File: config.mk
export PLATFORM = sky130hd
export DESIGN_NAME = bucket_key_hash_top
export DESIGN_NICKNAME = d
export VERILOG_FILES = /design/src/hdl/bkh_pkg.sv /design/src/hdl/bkh_front.sv /design/src/hdl/bkh_queue.sv /design/src/hdl/bkh_back.sv /design/src/hdl/bucket_key_hash_top.sv
export VERILOG_INCLUDE_DIRS = /design/src /design/src/hdl
export SDC_FILE = /design/constraint.sdc
export NUM_CORES = 2
export LEC_CHECK = 0
export CORE_MARGIN = 5
export CORE_UTILIZATION = 50
export CTS_BUF_LIST = sky130_fd_sc_hd__clkbuf_8
export DETAILED_ROUTE_END_ITERATION = 16
export DONT_BUFFER_PORTS = 1
export PLACE_DENSITY_LB_ADDON = 0.12
export SYNTH_ARGS = -nofsm -noshare
export SYNTH_HDL_FRONTEND = slang
export SYNTH_HIERARCHICAL = 1
export SYNTH_SLANG_ARGS = --single-unit
File: constraint.sdc
create_clock -name clk -period 8.7 [get_ports clk]
set_clock_uncertainty 0.1 [all_clocks]
set_input_delay 1.74 -clock clk [delete_from_list [all_inputs] [get_ports clk]]
set_output_delay 1.74 -clock clk [all_outputs]
set_load 0.1 [all_outputs]
File: src/hdl/bucket_key_hash_top_defines.svh
// Assertion macros for the bucket key hash engine.
`ifndef BUCKET_KEY_HASH_TOP_DEFINES_SVH
`define BUCKET_KEY_HASH_TOP_DEFINES_SVH

// Same-cycle implication, checked on every rising edge outside reset.
`define BKH_ASSERT_IMP(label, ante, cons, msg) \
	label: assert property (@(posedge clk) disable iff (!arst_n) (ante) |-> (cons)) \
		else $error(msg);

// Next-cycle implication, checked on every rising edge outside reset.
`define BKH_ASSERT_NXT(label, ante, cons, msg) \
	label: assert property (@(posedge clk) disable iff (!arst_n) (ante) |=> (cons)) \
		else $error(msg);

`endif

File: src/hdl/bkh_pkg.sv
// Package with shared types and constants for the bucket key hash.
`timescale 1ns / 1ps

package bkh_pkg;

	// Key kind selector codes.
	localparam logic [1:0] KIND_INT  = 2'd0;
	localparam logic [1:0] KIND_DEC  = 2'd1;
	localparam logic [1:0] KIND_UUID = 2'd2;

	// Default depth of the queue between the front and back parts.
	localparam int BKH_QUEUE_DEPTH = 2;

	// Murmur3 x86 32-bit constants.
	localparam logic [31:0] MM_C1   = 32'hcc9e2d51;
	localparam logic [31:0] MM_C2   = 32'h1b873593;
	localparam logic [31:0] MM_M5   = 32'd5;
	localparam logic [31:0] MM_ADD  = 32'he6546b64;
	localparam logic [31:0] MM_FMX1 = 32'h85ebca6b;
	localparam logic [31:0] MM_FMX2 = 32'hc2b2ae35;

	// A classified key: byte string with byte 0 in the top bits, its length
	// in bytes (1 to 16), and a flag for a selector with no meaning.
	typedef struct packed {
		logic [127:0] data;
		logic [4:0]   len;
		logic         zero;
	} bkh_entry_t;

endpackage

File: src/hdl/bkh_front.sv
// Front part: accepts keys, builds the byte string and its length.
`timescale 1ns / 1ps

module bkh_front import bkh_pkg::*; (
	input  logic        clk,
	input  logic        arst_n,
	input  logic [1:0]  func,
	input  logic [63:0] value_high,
	input  logic [63:0] value_low,
	input  logic        key_valid,
	output logic        key_stall,
	output logic        entry_valid_s1,
	output bkh_entry_t  entry_s1,
	input  logic        entry_stall
);

	logic [127:0] be_bytes;
	logic [14:0]  sign_byte;
	logic [3:0]   skip;
	bkh_entry_t   entry;

	assign be_bytes = {value_high, value_low};

	// A byte is redundant when it only repeats the sign of the byte after it.
	always_comb begin
		logic [7:0] cur;
		logic [7:0] nxt;
		for (int i = 0; i < 15; i++) begin
			cur = be_bytes[127 - 8 * i -: 8];
			nxt = be_bytes[119 - 8 * i -: 8];
			sign_byte[i] = ((cur == 8'h00) && !nxt[7]) || ((cur == 8'hFF) && nxt[7]);
		end
	end

	// Count of leading redundant bytes.
	always_comb begin
		logic run;
		run  = 1'b1;
		skip = '0;
		for (int i = 0; i < 15; i++) begin
			if (run && sign_byte[i]) begin
				skip = skip + 4'd1;
			end else begin
				run = 1'b0;
			end
		end
	end

	always_comb begin
		entry = '0;
		unique case (func)
			KIND_INT: begin
				for (int i = 0; i < 8; i++) begin
					entry.data[127 - 8 * i -: 8] = value_low[8 * i +: 8];
				end
				entry.len = 5'd8;
			end
			KIND_DEC: begin
				entry.data = be_bytes << {skip, 3'b000};
				entry.len  = 5'd16 - {1'b0, skip};
			end
			KIND_UUID: begin
				entry.data = be_bytes;
				entry.len  = 5'd16;
			end
			default: begin
				entry.zero = 1'b1;
				entry.len  = 5'd16;
			end
		endcase
	end

	assign key_stall = entry_valid_s1 && entry_stall;

	always_ff @(posedge clk or negedge arst_n) begin
		if (!arst_n) begin
			entry_valid_s1 <= 1'b0;
		end else if (!key_stall) begin
			entry_valid_s1 <= key_valid;
		end
	end

	always_ff @(posedge clk) begin
		if (!key_stall && key_valid) begin
			entry_s1 <= entry;
		end
	end

endmodule

File: src/hdl/bkh_queue.sv
// Short queue between the front and back parts.
`timescale 1ns / 1ps

module bkh_queue import bkh_pkg::*; #(
	parameter int DEPTH = BKH_QUEUE_DEPTH
) (
	input  logic       clk,
	input  logic       arst_n,
	input  logic       push_valid,
	input  bkh_entry_t push_entry,
	output logic       push_stall,
	output logic       pop_valid,
	output bkh_entry_t pop_entry,
	input  logic       pop_stall
);

	localparam int PW = (DEPTH > 1) ? $clog2(DEPTH) : 1;
	localparam int CW = $clog2(DEPTH + 1);

	bkh_entry_t      mem_q [DEPTH];
	logic [PW-1:0]   wr_ptr_q;
	logic [PW-1:0]   rd_ptr_q;
	logic [CW-1:0]   count_q;
	logic            push;
	logic            pop;

	assign push_stall = (count_q == CW'(DEPTH));
	assign pop_valid  = (count_q != '0);
	assign push       = push_valid && !push_stall;
	assign pop        = pop_valid && !pop_stall;
	assign pop_entry  = mem_q[rd_ptr_q];

	always_ff @(posedge clk) begin
		if (push) begin
			mem_q[wr_ptr_q] <= push_entry;
		end
	end

	always_ff @(posedge clk or negedge arst_n) begin
		if (!arst_n) begin
			wr_ptr_q <= '0;
			rd_ptr_q <= '0;
			count_q  <= '0;
		end else begin
			if (push) begin
				wr_ptr_q <= (wr_ptr_q == PW'(DEPTH - 1)) ? '0 : wr_ptr_q + 1'b1;
			end
			if (pop) begin
				rd_ptr_q <= (rd_ptr_q == PW'(DEPTH - 1)) ? '0 : rd_ptr_q + 1'b1;
			end
			count_q <= count_q + CW'(push) - CW'(pop);
		end
	end

endmodule

File: src/hdl/bkh_back.sv
// Back part: iterative Murmur3 engine around one shared 32x32 multiplier.
`timescale 1ns / 1ps
`include "bucket_key_hash_top_defines.svh"

module bkh_back import bkh_pkg::*; (
	input  logic        clk,
	input  logic        arst_n,
	input  logic        pop_valid,
	input  bkh_entry_t  pop_entry,
	output logic        pop_stall,
	output logic [31:0] hash,
	output logic        hash_valid,
	input  logic        hash_stall
);

	localparam logic [2:0] S_IDLE = 3'd0;
	localparam logic [2:0] S_C1   = 3'd1;
	localparam logic [2:0] S_C2   = 3'd2;
	localparam logic [2:0] S_H5   = 3'd3;
	localparam logic [2:0] S_F0   = 3'd4;
	localparam logic [2:0] S_F1   = 3'd5;
	localparam logic [2:0] S_F2   = 3'd6;

	logic [2:0]   state_q;
	logic [127:0] data_q;
	logic [4:0]   rem_q;
	logic [4:0]   len_q;
	logic [31:0]  h_q;
	logic [31:0]  k_q;
	logic [31:0]  hash_q;
	logic         hash_valid_q;

	logic [31:0]  word;
	logic [31:0]  mul_a;
	logic [31:0]  mul_b;
	logic [63:0]  mul_full;
	logic [31:0]  prod;
	logic [31:0]  fin0;
	logic [31:0]  fin1;
	logic         out_free;
	logic         hash_load;

	// Next block or tail word, little-endian from the front of the string.
	always_comb begin
		priority if (rem_q >= 5'd4) begin
			word = {data_q[103:96], data_q[111:104], data_q[119:112], data_q[127:120]};
		end else if (rem_q == 5'd3) begin
			word = {8'h00, data_q[111:104], data_q[119:112], data_q[127:120]};
		end else if (rem_q == 5'd2) begin
			word = {16'h0000, data_q[119:112], data_q[127:120]};
		end else begin
			word = {24'h000000, data_q[127:120]};
		end
	end

	assign fin0 = h_q ^ {27'd0, len_q};
	assign fin1 = h_q ^ (h_q >> 13);

	always_comb begin
		unique case (state_q)
			S_C1: begin
				mul_a = word;
				mul_b = MM_C1;
			end
			S_C2: begin
				mul_a = {k_q[16:0], k_q[31:17]};
				mul_b = MM_C2;
			end
			S_H5: begin
				mul_a = {h_q[18:0], h_q[31:19]};
				mul_b = MM_M5;
			end
			S_F0: begin
				mul_a = fin0 ^ (fin0 >> 16);
				mul_b = MM_FMX1;
			end
			S_F1: begin
				mul_a = fin1;
				mul_b = MM_FMX2;
			end
			default: begin
				mul_a = '0;
				mul_b = '0;
			end
		endcase
	end

	assign mul_full = mul_a * mul_b;
	assign prod     = mul_full[31:0];

	assign pop_stall  = (state_q != S_IDLE);
	assign out_free   = !hash_valid_q || !hash_stall;
	assign hash_load  = (state_q == S_F2) && out_free;
	assign hash       = hash_q;
	assign hash_valid = hash_valid_q;

	always_ff @(posedge clk or negedge arst_n) begin
		if (!arst_n) begin
			state_q      <= S_IDLE;
			hash_valid_q <= 1'b0;
		end else begin
			if (hash_load) begin
				hash_valid_q <= 1'b1;
			end else if (!hash_stall) begin
				hash_valid_q <= 1'b0;
			end
			unique case (state_q)
				S_IDLE: begin
					if (pop_valid) begin
						state_q <= pop_entry.zero ? S_F2 : S_C1;
					end
				end
				S_C1: state_q <= S_C2;
				S_C2: state_q <= (rem_q >= 5'd4) ? S_H5 : S_F0;
				S_H5: state_q <= (rem_q == 5'd4) ? S_F0 : S_C1;
				S_F0: state_q <= S_F1;
				S_F1: state_q <= S_F2;
				S_F2: begin
					if (out_free) begin
						state_q <= S_IDLE;
					end
				end
				default: state_q <= S_IDLE;
			endcase
		end
	end

	always_ff @(posedge clk) begin
		unique case (state_q)
			S_IDLE: begin
				data_q <= pop_entry.data;
				rem_q  <= pop_entry.len;
				len_q  <= pop_entry.len;
				h_q    <= '0;
			end
			S_C1: k_q <= prod;
			S_C2: h_q <= h_q ^ prod;
			S_H5: begin
				h_q    <= prod + MM_ADD;
				data_q <= data_q << 32;
				rem_q  <= rem_q - 5'd4;
			end
			S_F0: h_q <= prod;
			S_F1: h_q <= prod;
			S_F2: begin
				if (out_free) begin
					hash_q <= h_q ^ (h_q >> 16);
				end
			end
			default: begin
			end
		endcase
	end

	`BKH_ASSERT_IMP(a_block_has_bytes, state_q == S_C1, rem_q != 5'd0,
		"block step started with no bytes left")
	`BKH_ASSERT_NXT(a_load_path, (state_q == S_IDLE) && pop_valid,
		(state_q == S_C1) || (state_q == S_F2), "load did not start a key")
	`BKH_ASSERT_NXT(a_unused_kind_zero, (state_q == S_IDLE) && pop_valid && pop_entry.zero,
		h_q == 32'd0, "unused kind did not clear the hash")
	`BKH_ASSERT_IMP(a_rem_bound, (state_q != S_IDLE) && (state_q != S_F2),
		(rem_q <= len_q) && (len_q <= 5'd16), "byte count out of range")

endmodule

File: src/hdl/bucket_key_hash_top.sv
// Top level of the bucket key hash: front classifier, queue and hash engine.
// A key passes the front register and the queue. Per four-byte block the engine
// multiplies by c1, by c2 and by five with the add; a partial tail gets c1 and
// c2 only; the final mix multiplies by both fmix constants and loads the output
// register; an unused selector skips to that load. With one shared multiplier,
// the engine takes no new key until the last is done, and waits on hash stall.
// Asynchronous active-low reset empties the front register, queue and engine.
`timescale 1ns / 1ps

module bucket_key_hash_top import bkh_pkg::*; #(
	parameter int QUEUE_DEPTH = BKH_QUEUE_DEPTH
) (
	input  logic        clk,
	input  logic        arst_n,
	input  logic [1:0]  func,
	input  logic [63:0] value_high,
	input  logic [63:0] value_low,
	input  logic        key_valid,
	output logic        key_stall,
	output logic [31:0] hash,
	output logic        hash_valid,
	input  logic        hash_stall
);

	// The front part turns a key into its byte string: little-endian for an
	// integer, big-endian for a uuid, and big-endian with the redundant sign
	// bytes removed for a decimal. It holds one classified key in a register.
	bkh_entry_t front_entry;
	logic       front_valid;
	logic       front_stall;

	// The queue lets the front take the next transfer while the engine is busy.
	bkh_entry_t queue_entry;
	logic       queue_valid;
	logic       queue_stall;

	bkh_front u_front (
		.clk            (clk),
		.arst_n         (arst_n),
		.func           (func),
		.value_high     (value_high),
		.value_low      (value_low),
		.key_valid      (key_valid),
		.key_stall      (key_stall),
		.entry_valid_s1 (front_valid),
		.entry_s1       (front_entry),
		.entry_stall    (front_stall)
	);

	bkh_queue #(
		.DEPTH (QUEUE_DEPTH)
	) u_queue (
		.clk        (clk),
		.arst_n     (arst_n),
		.push_valid (front_valid),
		.push_entry (front_entry),
		.push_stall (front_stall),
		.pop_valid  (queue_valid),
		.pop_entry  (queue_entry),
		.pop_stall  (queue_stall)
	);

	// The engine walks the string four bytes at a time, then the tail and the
	// final mix, and parks the result in an output register; while that register
	// holds a stalled result, the engine waits in its last step.
	bkh_back u_back (
		.clk        (clk),
		.arst_n     (arst_n),
		.pop_valid  (queue_valid),
		.pop_entry  (queue_entry),
		.pop_stall  (queue_stall),
		.hash       (hash),
		.hash_valid (hash_valid),
		.hash_stall (hash_stall)
	);

endmodule

==> reports/results.txt <==
CP max stage delay: 0.54 ns
GP Congestion: 1.07
Rows: 115
Crit path to: u_back/h_q[27]
Die height: 323 µm
Die width: 323 µm
Die area: 105,000 µm²
TritonRoute pass-1 iters: 9
Final hold slack: 0.345 ns
Placed instance count: 6,535
Crit end category: register
Crit path DAT: 9.80 ns
# H-tree levels: 3
Area growth syn-to-layout: 31.6%
Setup slack at placement: -1.40 ns
Syn Inst Count: 4,643
Detailed Route WL: 202 mm
Fin util: 0.660
Final worst-path cycle share: 1.08
Post-synth EDFFs: 636
Fillers: 7,790
CTS sink count: 645
Syn avg cell area: 10.6 µm²
Setup crit start: u_back/rem_q[2]
GRT overflow: 0
RSZ-0062 raised after global routing: yes
Final Max Tran Viols: 0
Kind of critical path: reg -> reg
Fin. Hold Viols: 0
Worst min path class: reg -> reg
Post-synth top area cell: edfxtp_1
Status: finished, violations left
Clock Latency Late Sink: 0.76 ns
Worst R2R Path Depth: 34
CTS tree: yes
DPL Wire Length: 156 mm
R2r startpoint: u_back/rem_q[2]
Layout Nets: 6,229
Violated checks: negative setup slack
GR peak layer: met2
GRT Total Usage: 0.381
Main synth FF type: edfxtp_1
Most common library cell in the layout ignoring fill and taps: buf_4
Final Critical Period: 9.40 ns
CP delay by family, top: adder cells
Sequential Area: 19,300 µm²
Clock buffer depth: 3
Starting Density: 0.501
Routed via count: 40,800
CP dominant cell by count: fa_1
FF-to-FF End: u_back/h_q[27]
FMAX: 106 MHz
Core area: 98,000 µm²
Routed Antenna Nets: 0
First-pass GRT wire length: 286 mm
Initial antenna violation count: 6
Yosys cell types: 124
Worst-Margin Slew: 1.16 ns
Post-DR wirelength/cell: 29.3 µm
Setup ws final: -0.696 ns
Setup violations, final: 146
Multi-input gate area: 30,300 µm²
WP depth: 34
Vias in the first global route: 41,700
R2R Setup Slk: -0.70 ns
Met3 Use GR: 0.0868
Critical path buffers and inverters: 11
Non-filler cells, final: 6,914
Clock-pin slew on the worst setup and hold paths: 0.06 ns
Maximum number of pins on one net before global-route repair: 135
Worst Hold Depth: 0
Layout cells sized above 1: 0.355
Iteration-0 DRC Markers: 4,135
Synthesis-stage register bit count: 645
GR Layer Usage met2: 0.621
M1 GR Usage: 0.425
YS warnings: 6
Count of buffers from port buffering: 0
Seq/Total Area, Yosys: 0.393
Max cap viols: 0
Post-Syn Nets: 5,330
# IOs: 168
Cts hold-fix bufs: 0
CP Max Fanout: 4
Synth top area share: 0.389
Via density: 5.90
Slew HR: 0.222
CTS Buf Count: 107
Async set or reset register ratio after synthesis: 0.0140
Commonest non-fill, non-tap cells in the layout: buf_4 (826), nand2_1 (703), edfxtp_1 (636), inv_1 (586), fa_1 (378)
Area contributors post-synth: edfxtp_1 (39%), fa_1 (17%), nand2_1 (6.0%), inv_1 (4.5%), ha_1 (3.7%)
Cell area after synthesis: 49,100 µm²
CP startpoint kind: register
Critical Path RT: 9.10 ns
Slowest-stage cell, CP: fa_1
Root Buffer: clkbuf_8
Post-route DRC: 0
## registers in the layout, summed over array words and instances (netlist names)
register                count
u_back/data_q             128
u_back/h_q                 32
u_back/hash                32
u_back/hash_valid           1
u_back/k_q                 32
u_back/len_q                5
u_back/rem_q                5
u_back/state_q              3
u_front/entry_s1          134
u_front/entry_valid_s1      1
u_queue/count_q             2
u_queue/mem_q             268
u_queue/rd_ptr_q            1
u_queue/wr_ptr_q            1
## cell usage after synthesis (all sizes together), types with 8 or more instances
cell,n
a211oi,28
a21o,33
a21oi,135
a221o,8
a221oi,9
a222oi,42
a22o,15
a22oi,83
a31oi,37
and2,58
and3,24
buf,97
clkbuf,136
dfrtp,9
edfxtp,636
fa,407
ha,146
inv,600
mux2,162
mux2i,143
nand2,785
nand2b,19
nand3,76
nand4,29
nor2,240
nor2b,103
nor3,45
nor4,26
o211ai,13
o21a,12
o21ai,134
o22ai,17
o2bb2ai,11
o31ai,8
or2,18
or3,17
or4,17
xnor2,104
xor2,43
## timing repair
action	in CTS	in global routing
resized for setup	438	426
cloned	12	5
endpoints found under the setup margin	161	159
pin swaps	231	265
endpoints found under the hold margin	0	0
buffers inserted	127	82
## how the worst min path moves through the flow
stage,from,endpoint,slack (ns)
floorplan,u_back/h_q[16],u_back/hash[16],0.32
global placement,u_front/entry_s1[36],u_queue/mem_q[0][36],0.32
detailed placement,u_front/entry_s1[28],u_queue/mem_q[0][28],0.33
CTS,u_front/entry_s1[28],u_queue/mem_q[0][28],0.34
global route,u_front/entry_s1[28],u_queue/mem_q[0][28],0.35
finish,u_front/entry_s1[28],u_queue/mem_q[0][28],0.34
## metal layers
layer | up-vias | wire length (µm)
met5 | - | 10
met4 | 2 | 22700
met3 | 849 | 16800
met2 | 2169 | 93900
met1 | 20100 | 68900
li1 | 17700 | -
## cell type report
type,count,share of cell area
diodes,10,0.000387
clock buffers,107,0.0228
clock inverters,77,0.00821
inverters,601,0.0350
multi-input cells,3165,0.469
flip-flops and latches,645,0.299
well taps,1287,0.0249
repair buffers,1022,0.141
## kinds of logic after synthesis
group	count (synthesis)	synth area share
AO/OA/AOI/OAI	664	0.0963
XOR/XNOR	156	0.0306
adder cells (fa/ha/maj)	553	0.203
buffers and inverters	834	0.0674
flip-flops	645	0.393
multiplexers	305	0.0701
AND/OR/NAND/NOR	1486	0.139
## stage by stage
| stage | setup TNS (ns) | cell area (µm²) |
|---|---|---|
| 4_1_cts | -23.94 | 62200 |
| 3_5_place_dp | -169.24 | 57200 |
| 6_report | -25.73 | 64700 |
| 5_1_grt | -65.43 | 64600 |
| 3_3_place_gp | -163.63 | 57200 |
| 2_1_floorplan | -47.36 | 50100 |
Power is not shown: default switching activity piles up to over one toggle a cycle in this logic, so the estimate is an artifact.
